### config.mk
export PLATFORM = sky130hd
export DESIGN_NAME = vn_front
export DESIGN_NICKNAME = d
export VERILOG_FILES = /design/src/rtl/core/assert_macros.svh /design/src/rtl/core/vn_pkg.sv /design/src/rtl/core/vn_front.sv
export SDC_FILE = /design/constraint.sdc
export NUM_CORES = 2
export LEC_CHECK = 0
export ABC_CLOCK_PERIOD_IN_PS = 6400
export BUFFER_PORTS_ARGS = -buffer_cell sky130_fd_sc_hd__buf_2
export CAP_MARGIN = 40
export CELL_PAD_IN_SITES_DETAIL_PLACEMENT = 0
export CELL_PAD_IN_SITES_GLOBAL_PLACEMENT = 1
export CORE_MARGIN = 2
export CORE_UTILIZATION = 45
export CTS_CLUSTER_DIAMETER = 30
export DETAILED_ROUTE_END_ITERATION = 8
export PLACE_DENSITY_LB_ADDON = 0.1
export SETUP_SLACK_MARGIN = 0.5
export SLEW_MARGIN = 25
export SYNTH_ARGS = -nofsm -noshare
export SYNTH_HDL_FRONTEND = slang
export SYNTH_SLANG_ARGS = --single-unit
### constraint.sdc
create_clock -name clk -period 6.4 [get_ports clk]
set_input_delay 0.32 -clock clk [delete_from_list [all_inputs] [get_ports clk]]
set_output_delay 0.32 -clock clk [all_outputs]
set_load 0.03 [all_outputs]
### src/rtl/core/assert_macros.svh
// Assertion macros shared by the vector normalizer RTL.
// Depends on nothing; included by files that carry concurrent checks.
`ifndef ASSERT_MACROS_SVH
`define ASSERT_MACROS_SVH
`ifndef SYNTHESIS
// Same-cycle implication, disabled while reset is asserted
`define VN_ASSERT_IMP(label, clk, rst_n, ante, cons, msg) \
	label: assert property (@(posedge clk) disable iff (!rst_n) (ante) |-> (cons)) \
		else $error(msg);
// Next-cycle implication, disabled while reset is asserted
`define VN_ASSERT_NXT(label, clk, rst_n, ante, cons, msg) \
	label: assert property (@(posedge clk) disable iff (!rst_n) (ante) |=> (cons)) \
		else $error(msg);
`else
`define VN_ASSERT_IMP(label, clk, rst_n, ante, cons, msg)
`define VN_ASSERT_NXT(label, clk, rst_n, ante, cons, msg)
`endif
`endif

### src/rtl/core/vn_pkg.sv
// Package for the 3D vector normalizer: widths, stage counts, lane types.
// No dependencies.
package vn_pkg;
	localparam int IN_W   = 16;
	localparam int FRAC   = 14;
	localparam int OUT_W  = FRAC + 2;
	localparam int NLANE  = 3;
	localparam int NBITS  = FRAC + 1;
	localparam int SQ_W   = 2 * IN_W;
	localparam int SUM_W  = SQ_W + 2;
	localparam int TGT_W  = SQ_W + 2 * FRAC;
	localparam int QS_W   = NBITS + SUM_W;
	localparam int CND_W  = 2 * NBITS + SUM_W + 1;
	// front stages, one per quotient bit, output stage
	localparam int NFRONT = 3;
	localparam int NST    = NFRONT + NBITS + 1;
	localparam logic [NBITS-1:0] ONE_Q = NBITS'(1) << FRAC;

	// One lane's state at one quotient-bit stage
	typedef struct packed {
		logic [TGT_W-1:0] p;    // q*q*S so far
		logic [QS_W-1:0]  qs;   // q*S so far
		logic [NBITS-1:0] q;
		logic [TGT_W-1:0] tgt;  // mag*mag*4^FRAC
		logic [SUM_W-1:0] sum;
		logic             neg;
	} lane_st_t;
endpackage

### src/rtl/core/vn_front.sv
// Front end: magnitudes, squares, sum of squares and per-lane targets.
// Depends on vn_pkg. Three pipeline stages, each with its own enable.
module vn_front (
	input  logic                          clk,
	input  logic [vn_pkg::NFRONT-1:0]     en,
	input  logic [vn_pkg::IN_W-1:0]       comp [vn_pkg::NLANE],
	output logic [vn_pkg::TGT_W-1:0]      tgt_s3 [vn_pkg::NLANE],
	output logic [vn_pkg::SUM_W-1:0]      sum_s3,
	output logic [vn_pkg::NLANE-1:0]      neg_s3
);
	import vn_pkg::*;

	logic [IN_W-1:0]  mag_s1 [NLANE];
	logic [NLANE-1:0] neg_s1, neg_s2;
	logic [SQ_W-1:0]  sq_s2 [NLANE];

	// stage 1: sign and magnitude (most negative value maps to 2^(IN_W-1))
	always_ff @(posedge clk) begin
		if (en[0]) begin
			for (int i = 0; i < NLANE; i++) begin
				neg_s1[i] <= comp[i][IN_W-1];
				mag_s1[i] <= comp[i][IN_W-1] ? (~comp[i] + IN_W'(1)) : comp[i];
			end
		end
	end

	// stage 2: squares
	always_ff @(posedge clk) begin
		if (en[1]) begin
			for (int i = 0; i < NLANE; i++)
				sq_s2[i] <= SQ_W'(mag_s1[i]) * SQ_W'(mag_s1[i]);
			neg_s2 <= neg_s1;
		end
	end

	// stage 3: sum of squares, scaled squares as compare targets
	always_ff @(posedge clk) begin
		if (en[2]) begin
			sum_s3 <= SUM_W'(sq_s2[0]) + SUM_W'(sq_s2[1]) + SUM_W'(sq_s2[2]);
			for (int i = 0; i < NLANE; i++)
				tgt_s3[i] <= TGT_W'(sq_s2[i]) << (2 * FRAC);
			neg_s3 <= neg_s2;
		end
	end
endmodule

==> impl_metrics.tcl <==
set metrics [dict create \
    clock_sinks 277 \
    min-delay-path-class "in2reg" \
    required_ns 6.70 \
    tns_ns 0 \
    clockBufferDepth 3 \
    fin_crit_sh_pct 96.0 \
    row_count 100 \
    cp-end-kind "flip-flop" \
    synthAdderAreaFrac_pct 43.1 \
    tightest_slew_ns 0.828 \
    synthArstFlopShare_pct 0 \
    cts-root-buf "clkbuf_16" \
    fin_skew_ns 0.0369 \
    fmax_mhz 163 \
    route.detailed.drc 0 \
    syn_avg_cell_area_um2 10.4 \
    syn_area_um2 33800 \
    path_max_fanout 5 \
    area_growth_pct 21.6 \
    utilization_pct 55.2 \
    antenna_found_initial 0 \
    post_drt_via_cell_ratio 4.94 \
    cts_max_level 3 \
    finish.instance_area_um2 41100 \
    coreArea_um2 74400 \
    first_pass_iters 7 \
    cts_tree "done" \
    globalplace.congestion 0.891 \
    crit_slowest_cell "fa_1" \
    slew_violations 0 \
    rsz0062_at_grt "yes" \
    die-area_um2 77400 \
    muxShareOfSynthArea_pct 0.163 \
    die_y_um 278 \
    final.min_clock_period_ns 6.14 \
    criticalPathCategory "reg2reg" \
    slowest_delay_ns 0.54 \
    ys_ff_latch 277 \
    synth_seq_area_share_pct 24.6 \
    status "complete, no violations" \
    yosysWarningCount 0 \
    grt_usage_pct 22.3 \
    synth_edf_count 277 \
    synthFlopType "edfxtp_1" \
    post_synth_and_or_nand_nor_area_fraction_pct 9.28 \
    grt_pass1_wl_um 135000 \
    first_iter_violations 1136 \
    vias 23400 \
    io_buffers 181 \
    synth.distinct_cells 69 \
    cts_buffers 68 \
    placedInstanceArea_um2 36400 \
    path_cells "and2_4 -> fa_1 -> inv_2 -> fa_1 -> inv_1 -> fa_1 -> fa_2 -> fa_1 -> inv_1 -> fa_1 -> inv_2 -> ha_4 -> a21o_1 -> a221oi_4 -> o21ai_2 -> a211o_1 -> a311oi_4 -> buf_4 -> o211ai_2 -> a21oi_2 -> xnor2_1" \
    relSlewSlack_pct 44.8 \
    drt-wirelength-per-cell_um 17.5 \
    path_clk_slew_ns 0.05 \
    first_global_vias 25500 \
    die_x_um 278 \
    cp.arrival_ns 6.45 \
    drive_above_1_share_pct 21.3 \
    nNetsFinal 4608 \
    synth_compound_area_share_pct 6.92 \
    diodes 0 \
    synth_cells 3261 \
    grt_max_degree 68 \
    routed_wl_um 82800 \
    clk_latency_ns 0.60 \
    synth_xor_area_share_pct 4.58 \
    postRouteAntennaNets 0 \
    setup_viol 0 \
    dp_hpwl_um 68200 \
    grt.overflow.total 0 \
    cpMostUsedCell "fa_1" \
    startpoint_type "flip-flop" \
    start_util_pct 45.4 \
    maxCapViolCount 0 \
    finalHoldViolations 0 \
    pin_count 269 \
    synth_top_family_by_area "adder cells" \
]
Yosys cell counts (57+ instances only):
library cell	number	area share (%)
inv_1	774	8.6
fa_1	518	31
ha_1	337	12
nand2_1	294	3.3
edfxtp_1	277	25
xnor2_1	134	3.5
and2_1	128	2.4
a21oi_1	98	1.5
nor2_1	89	0.99
buf_4	87	1.9
clkbuf_1	71	0.79
a21o_1	59	1.3
o21ai_0	57	0.84
timing repair:
| action | in CTS | in global routing |
|---|---|---|
| gates resized for setup | 149 | 164 |
| setup endpoints to repair | 35 | 39 |
| buffers inserted | 80 | 50 |
| endpoints found under the hold margin | 6 | 0 |
| pin swaps | 88 | 110 |
| hold buffers | 6 | 0 |
flip-flops by register name (all words and copies together) (netlist names):
name,flops
mag_s1,48
neg_s1,3
neg_s2,3
neg_s3,3
sq_s2,93
sum_s3,34
tgt_s3,93
final cells by class:
| class | instances | area, um^2 |
|---|---|---|
| clock inverter | 51 | 617 |
| sequential | 277 | 8320 |
| inverter | 774 | 2920 |
| timing repair buffer | 440 | 3160 |
| fill | 6553 | 33300 |
| multi-input combinational | 2140 | 23200 |
| tap | 969 | 1210 |
| clock buffer | 73 | 1720 |
path summary, 6_finish.rpt:
kind	start	slack, ns	cells after the start	to
hold reg to reg	neg_s2[1]	0.42	0	neg_s3[1]
setup reg to reg	mag_s1[0][19]	0.26	21	sq_s2[0][61]
setup / recovery	mag_s1[0][19]	0.26	21	sq_s2[0][61]
hold / removal	comp[5]	0.04	2	mag_s1[0][37]
worst max-delay path, delay by kind of cell (launching register included):
family          cells  cell delay (ns)
compound gates      7             1.48
xor+xnor            1             0.08
fa+ha+maj           7             3.20
buf+inv             5             0.38
flops               1             0.50
simple gates        1             0.20
cells in the final DEF (no fill, tap or decap), drive strengths merged, types with 15 or more instances in the layout:
master	instances
a21o	59
and2	128
inv	783
o31ai	15
clkinv	27
o21ai	72
clkbuf	73
a21oi	99
nor2b	22
nand3	28
xnor2	134
nand2	294
ha	337
nor3	16
conb	90
nor2	89
buf	434
nand2b	20
a31oi	15
xor2	43
fa	518
edfxtp	277
logic make-up (layout without fill, tap and decap cells):
family / Yosys count / in the layout
simple gates: 659 / 659
buf+inv: 933 / 1338
fa+ha+maj: 855 / 855
xor+xnor: 177 / 177
mux: 5 / 5
flops: 277 / 277
compound gates: 354 / 354
other cells: 1 / 90
routing by layer:
layer,GRT usage (%),routed length (um)
met1,29.3,36100
met2,36.9,39600
met3,4.25,4260
met4,8.32,2830
met5,0,0
stage by stage:
stage	hold WS (ns)	instances	setup WS [ns]
floorplan	0.400	3350	0.474
global placement	0.402	4462	0.108
detailed placement	0.405	4463	0.0638
CTS	0.00128	4673	0.175
global route	0.0199	4724	-0.00233
finish	0.0401	4724	0.257
Power is left out: the tool's default activity adds up to more than one toggle a clock period on the data nets, which glitch-free logic cannot reach.
