`src/rtl/core/assert_macros.svh`:
```
// Assertion macros shared by the vector normalizer RTL.
// Depends on nothing; included by files that carry concurrent checks.
`ifndef ASSERT_MACROS_SVH
`define ASSERT_MACROS_SVH
`ifndef SYNTHESIS
// Same-cycle implication, disabled while reset is asserted
`define VN_ASSERT_IMP(label, clk, rst_n, ante, cons, msg) \
	label: assert property (@(posedge clk) disable iff (!rst_n) (ante) |-> (cons)) \
		else $error(msg);
// Next-cycle implication, disabled while reset is asserted
`define VN_ASSERT_NXT(label, clk, rst_n, ante, cons, msg) \
	label: assert property (@(posedge clk) disable iff (!rst_n) (ante) |=> (cons)) \
		else $error(msg);
`else
`define VN_ASSERT_IMP(label, clk, rst_n, ante, cons, msg)
`define VN_ASSERT_NXT(label, clk, rst_n, ante, cons, msg)
`endif
`endif

```
`src/rtl/core/vn_pkg.sv`:
```
// Package for the 3D vector normalizer: widths, stage counts, lane types.
// No dependencies.
package vn_pkg;
	localparam int IN_W   = 16;
	localparam int FRAC   = 14;
	localparam int OUT_W  = FRAC + 2;
	localparam int NLANE  = 3;
	localparam int NBITS  = FRAC + 1;
	localparam int SQ_W   = 2 * IN_W;
	localparam int SUM_W  = SQ_W + 2;
	localparam int TGT_W  = SQ_W + 2 * FRAC;
	localparam int QS_W   = NBITS + SUM_W;
	localparam int CND_W  = 2 * NBITS + SUM_W + 1;
	// front stages, one per quotient bit, output stage
	localparam int NFRONT = 3;
	localparam int NST    = NFRONT + NBITS + 1;
	localparam logic [NBITS-1:0] ONE_Q = NBITS'(1) << FRAC;

	// One lane's state at one quotient-bit stage
	typedef struct packed {
		logic [TGT_W-1:0] p;    // q*q*S so far
		logic [QS_W-1:0]  qs;   // q*S so far
		logic [NBITS-1:0] q;
		logic [TGT_W-1:0] tgt;  // mag*mag*4^FRAC
		logic [SUM_W-1:0] sum;
		logic             neg;
	} lane_st_t;
endpackage

```
`src/rtl/core/vn_merge.sv`:
```
// Merge stage: applies signs, detects the zero vector, registers the result.
// Depends on vn_pkg.
module vn_merge (
	input  logic                           clk,
	input  logic                           en,
	input  logic [vn_pkg::NBITS-1:0]       q [vn_pkg::NLANE],
	input  logic [vn_pkg::NLANE-1:0]       neg,
	output logic signed [vn_pkg::OUT_W-1:0] unit_q [vn_pkg::NLANE],
	output logic                           zero_q
);
	import vn_pkg::*;

	// A zero vector drives every lane to 1.0; no real vector can do that.
	logic zero;
	assign zero = (q[0] == ONE_Q) && (q[1] == ONE_Q) && (q[2] == ONE_Q);

	always_ff @(posedge clk) begin
		if (en) begin
			zero_q <= zero;
			for (int i = 0; i < NLANE; i++) begin
				if (zero)
					unit_q[i] <= (i == NLANE - 1) ? OUT_W'(ONE_Q) : '0;
				else if (neg[i])
					unit_q[i] <= -OUT_W'(q[i]);
				else
					unit_q[i] <= OUT_W'(q[i]);
			end
		end
	end
endmodule

```
`config.mk`:
```
export PLATFORM = sky130hd
export DESIGN_NAME = vn_merge
export DESIGN_NICKNAME = d
export VERILOG_FILES = /design/src/rtl/core/assert_macros.svh /design/src/rtl/core/vn_pkg.sv /design/src/rtl/core/vn_merge.sv
export SDC_FILE = /design/constraint.sdc
export NUM_CORES = 1
export LEC_CHECK = 0
export BUFFER_PORTS_ARGS = -buffer_cell sky130_fd_sc_hd__buf_2
export CAP_MARGIN = 20
export CORE_MARGIN = 2
export CORE_UTILIZATION = 50
export DETAILED_ROUTE_END_ITERATION = 8
export GPL_ROUTABILITY_DRIVEN = 0
export HOLD_SLACK_MARGIN = 0.1
export PLACE_DENSITY = 0.81
export SYNTH_ARGS = -nofsm -noshare
export SYNTH_HDL_FRONTEND = slang
export SYNTH_SLANG_ARGS = --single-unit
```
`constraint.sdc`:
```
create_clock -name clk -period 2.8 [get_ports clk]
set_input_delay 0.14 -clock clk [delete_from_list [all_inputs] [get_ports clk]]
set_output_delay 0.14 -clock clk [all_outputs]
set_load 0.02 [all_outputs]
```
==> flow_summary.json <==
{
  "start_kind": "input port",
  "timing.setup.tns_ns": 0,
  "report.final.setup_viol": 0,
  "final-max-slew-violation-count": 0,
  "slew_headroom_pct": 30.3,
  "hold_path.class": "in -> reg",
  "pin_count": 99,
  "antennaDiodeCount": 0,
  "netlist_area_mm2": 0.00268,
  "vias": 2107,
  "cts.root.buffer_cell": "sky130_fd_sc_hd__clkbuf_8",
  "drc_errors": 0,
  "multi_input_comb_area_mm2": 0.00111,
  "post_synth_inst_count": 228,
  "grt_first_pass_wirelength_um": 8600,
  "nNetsFinal": 380,
  "std_cell_rows": 26,
  "tritoncts_num_sinks": 49,
  "cts_tree": "built",
  "routed_wirelength_um": 5430,
  "portion_of_the_clock_cycle_consumed_by_the_worst_path_in_the_final_layout_pct": 68.5,
  "instances_no_fill": 398,
  "yosysUniqueCellTypes": 33,
  "maxClockFrequency_mhz": 521,
  "crit_type": "in -> reg",
  "cts_resized": 0,
  "final.min_clock_period_ns": 1.92,
  "syn_area_per_cell_um2": 11.7,
  "critical-path-top-delay-family": "simple AND/OR/NAND/NOR gates",
  "maximum_number_of_pins_on_one_net_before_global_route_repair": 50,
  "track_usage_pct": 18.1,
  "unrepaired_setup_endpoints_after_global_routing": "no",
  "layout-area-overhead-vs-synth_pct": 23.8,
  "power-per-cell-area_mw_per_mm2": 515,
  "antenna_found_initial": 0,
  "area.sequential_mm2": 0.00147,
  "route.detailed.vias_per_inst": 5.29,
  "cap_violations": 0,
  "yosysWarnings": 0,
  "placement.io_buffers": 98,
  "initialDrtViolationCount": 106,
  "cellLeakagePower_nw": 1.37,
  "worst-path-buf-inv": 3,
  "seq_area_frac_synth_pct": 55.0,
  "grt_remaining_overflow": 0,
  "end_kind": "flop",
  "worst_vdd_rail_ir_drop_uv": 267,
  "crit_chain": "buf_2, inv_1, ha_1, nor4b_1, nand4b_4, nor4_4, buf_4, a311oi_1",
  "slowest_delay_ns": 0.56,
  "worst_pin_slew_ns": 1.05,
  "postCtsHoldBufs": 0,
  "worstPathRequired_ns": 2.83,
  "timing.critical_path.slowest_stage_cell": "sky130_fd_sc_hd__nor4b_1",
  "die_w_um": 77.2,
  "via_count_of_the_first_global_routing_pass": 1923,
  "clock_path_buffers": 2,
  "flip_flop_and_latch_count_after_synthesis": 49,
  "drt_pre_antenna_iters": 4,
  "cts-buffers-inserted": 5,
  "clk_pin_slew_ns": 0.09,
  "detailedPlacementHpwl_um": 4200,
  "syn_nets": 281,
  "post_route_cells_drive_above_1_share_pct": 36.9,
  "route.antenna.remaining_nets": 0,
  "timing.critical_path.arrival_ns": 1.95,
  "h-tree-depth": 2,
  "fp.coreArea_mm2": 0.00514,
  "preCtsSetupSlack_ns": 0.576,
  "fp.dieArea_mm2": 0.00596,
  "effective_utilization_at_floorplan_pct": 52.1,
  "filler_cell_count": 424,
  "die_y_um": 77.2,
  "status": "completed",
  "worstPathMaxFanout": 20,
  "detail_route.wl_per_cell_um": 13.7,
  "finalHoldViolCount": 0,
  "dp_cells": 390,
  "setup_ws_final_ns": 0.882,
  "post_cts_buffers": 0
}
==> synth_stat cells (all sizes together) <==
| master | n | area, um2 |
|---|---|---|
| nand4b | 1 | 23.8 |
| a211oi | 1 | 7.51 |
| a311oi | 1 | 8.76 |
| o31ai | 12 | 90.1 |
| nor3 | 2 | 10.0 |
| nand2 | 13 | 48.8 |
| o41ai | 9 | 78.8 |
| buf | 4 | 37.5 |
| or3 | 4 | 25.0 |
| or2 | 5 | 31.3 |
| xor2 | 18 | 158 |
| nand2b | 3 | 18.8 |
| mux2i | 3 | 30.0 |
| clkbuf | 5 | 18.8 |
| ha | 3 | 37.5 |
| nand3b | 1 | 7.51 |
| inv | 10 | 37.5 |
| nand4 | 2 | 12.5 |
| nor3b | 1 | 7.51 |
| a21bo | 1 | 10.0 |
| edfxtp | 49 | 1470 |
| o21ai | 6 | 33.8 |
| nor4 | 8 | 65.1 |
| a41oi | 1 | 8.76 |
| xnor2 | 20 | 175 |
| nor2 | 31 | 116 |
| or4 | 9 | 78.8 |
| nor4b | 1 | 8.76 |
| nand3 | 4 | 20.0 |
==> cell usage in the layout, fill, tap and decap left out <==
| cell type | Yosys | final |
|---|---|---|
| sky130_fd_sc_hd__or4_1 | 6 | 6 |
| sky130_fd_sc_hd__or2_2 | 5 | 5 |
| sky130_fd_sc_hd__nor4b_1 | 1 | 1 |
| sky130_fd_sc_hd__nand3_1 | 4 | 4 |
| sky130_fd_sc_hd__a311oi_1 | 1 | 1 |
| sky130_fd_sc_hd__nand3b_1 | 1 | 1 |
| sky130_fd_sc_hd__o21ai_0 | 5 | 5 |
| sky130_fd_sc_hd__nor3_1 | 2 | 2 |
| sky130_fd_sc_hd__nor3b_1 | 1 | 1 |
| sky130_fd_sc_hd__or3_1 | 4 | 4 |
| sky130_fd_sc_hd__o21ai_2 | 1 | 1 |
| sky130_fd_sc_hd__buf_2 | 0 | 98 |
| sky130_fd_sc_hd__nand4_1 | 2 | 2 |
| sky130_fd_sc_hd__edfxtp_1 | 49 | 49 |
| sky130_fd_sc_hd__nand4b_4 | 1 | 1 |
| sky130_fd_sc_hd__a211oi_1 | 1 | 1 |
| sky130_fd_sc_hd__o31ai_1 | 12 | 12 |
| sky130_fd_sc_hd__xnor2_1 | 20 | 20 |
| sky130_fd_sc_hd__inv_6 | 0 | 2 |
| sky130_fd_sc_hd__nor2_1 | 31 | 31 |
| sky130_fd_sc_hd__nor4_1 | 7 | 7 |
| sky130_fd_sc_hd__clkinvlp_4 | 0 | 1 |
| sky130_fd_sc_hd__or4_4 | 3 | 3 |
| sky130_fd_sc_hd__o41ai_1 | 9 | 9 |
| sky130_fd_sc_hd__a21bo_2 | 1 | 1 |
| sky130_fd_sc_hd__a41oi_1 | 1 | 1 |
| sky130_fd_sc_hd__buf_4 | 0 | 3 |
| sky130_fd_sc_hd__ha_1 | 3 | 3 |
| sky130_fd_sc_hd__nor4_4 | 1 | 1 |
| sky130_fd_sc_hd__xor2_1 | 18 | 18 |
| sky130_fd_sc_hd__mux2i_1 | 3 | 3 |
| sky130_fd_sc_hd__nand2b_1 | 3 | 3 |
| sky130_fd_sc_hd__inv_1 | 10 | 10 |
| sky130_fd_sc_hd__clkbuf_8 | 0 | 5 |
| sky130_fd_sc_hd__nand2_1 | 13 | 13 |
==> registers in the layout, summed over array words and instances, names as in the netlist <==
register	cells
unit_q	48
zero_q	1
==> power by group <==
part | internal [W] | leakage, nW | switching [W]
combinational | 0.000135 | 0.844 | 0.000237
clock | 0.000182 | 0.0452 | 0.000238
sequential | 0.000898 | 0.479 | 0.0000180
total | 0.00121 | 1.37 | 0.000493
==> metal layers <==
metal  global-route usage, %  vias up  routed length [um]
met5                       0        -                   0
met4                    5.71        0                  51
met3                    4.12        7                 306
met2                    31.0       74                2780
met1                    22.8      984                2290
li1                        -     1042                   -
==> logic make-up after synthesis <==
logic type,count (synthesis),synth area share (%)
compound gates,31,8.88
xor+xnor,38,12.4
simple gates,85,17.7
mux,3,1.12
buf+inv,19,3.50
fa+ha+maj,3,1.40
flops,49,55.0
==> stage by stage <==
stage / hold WS [ns] / total power (W) / cell area (um2) / utilization [%]
after global routing: 0.165 / 0.00178 / 3320 / 64.5
final: 0.155 / 0.00171 / 3320 / 64.5
after floorplan: 0.252 / 0.00115 / 2680 / -
after global placement: 0.462 / 0.00130 / 3220 / 62.7
after detailed placement: 0.462 / 0.00131 / 3220 / 62.7
after CTS: 0.154 / 0.00172 / 3320 / 64.5
==> area by class of cell <==
cell class / count / area share (%)
timing repair buffer: 101 / 15.5
clock inverter: 3 / 0.755
tap: 70 / 2.64
sequential: 49 / 44.4
multi-input combinational: 160 / 33.5
inverter: 10 / 1.13
clock buffer: 5 / 2.08
==> worst paths after layout <==
| path | from | end | cells past startpoint |
|---|---|---|---|
| max | q[15] | unit_q[47]$_SDFFCE_PP0P_ | 8 |
| min | q[27] | unit_q[28]$_SDFFCE_PP0P_ | 2 |
Note: power is estimated with default switching activity, not from simulation.
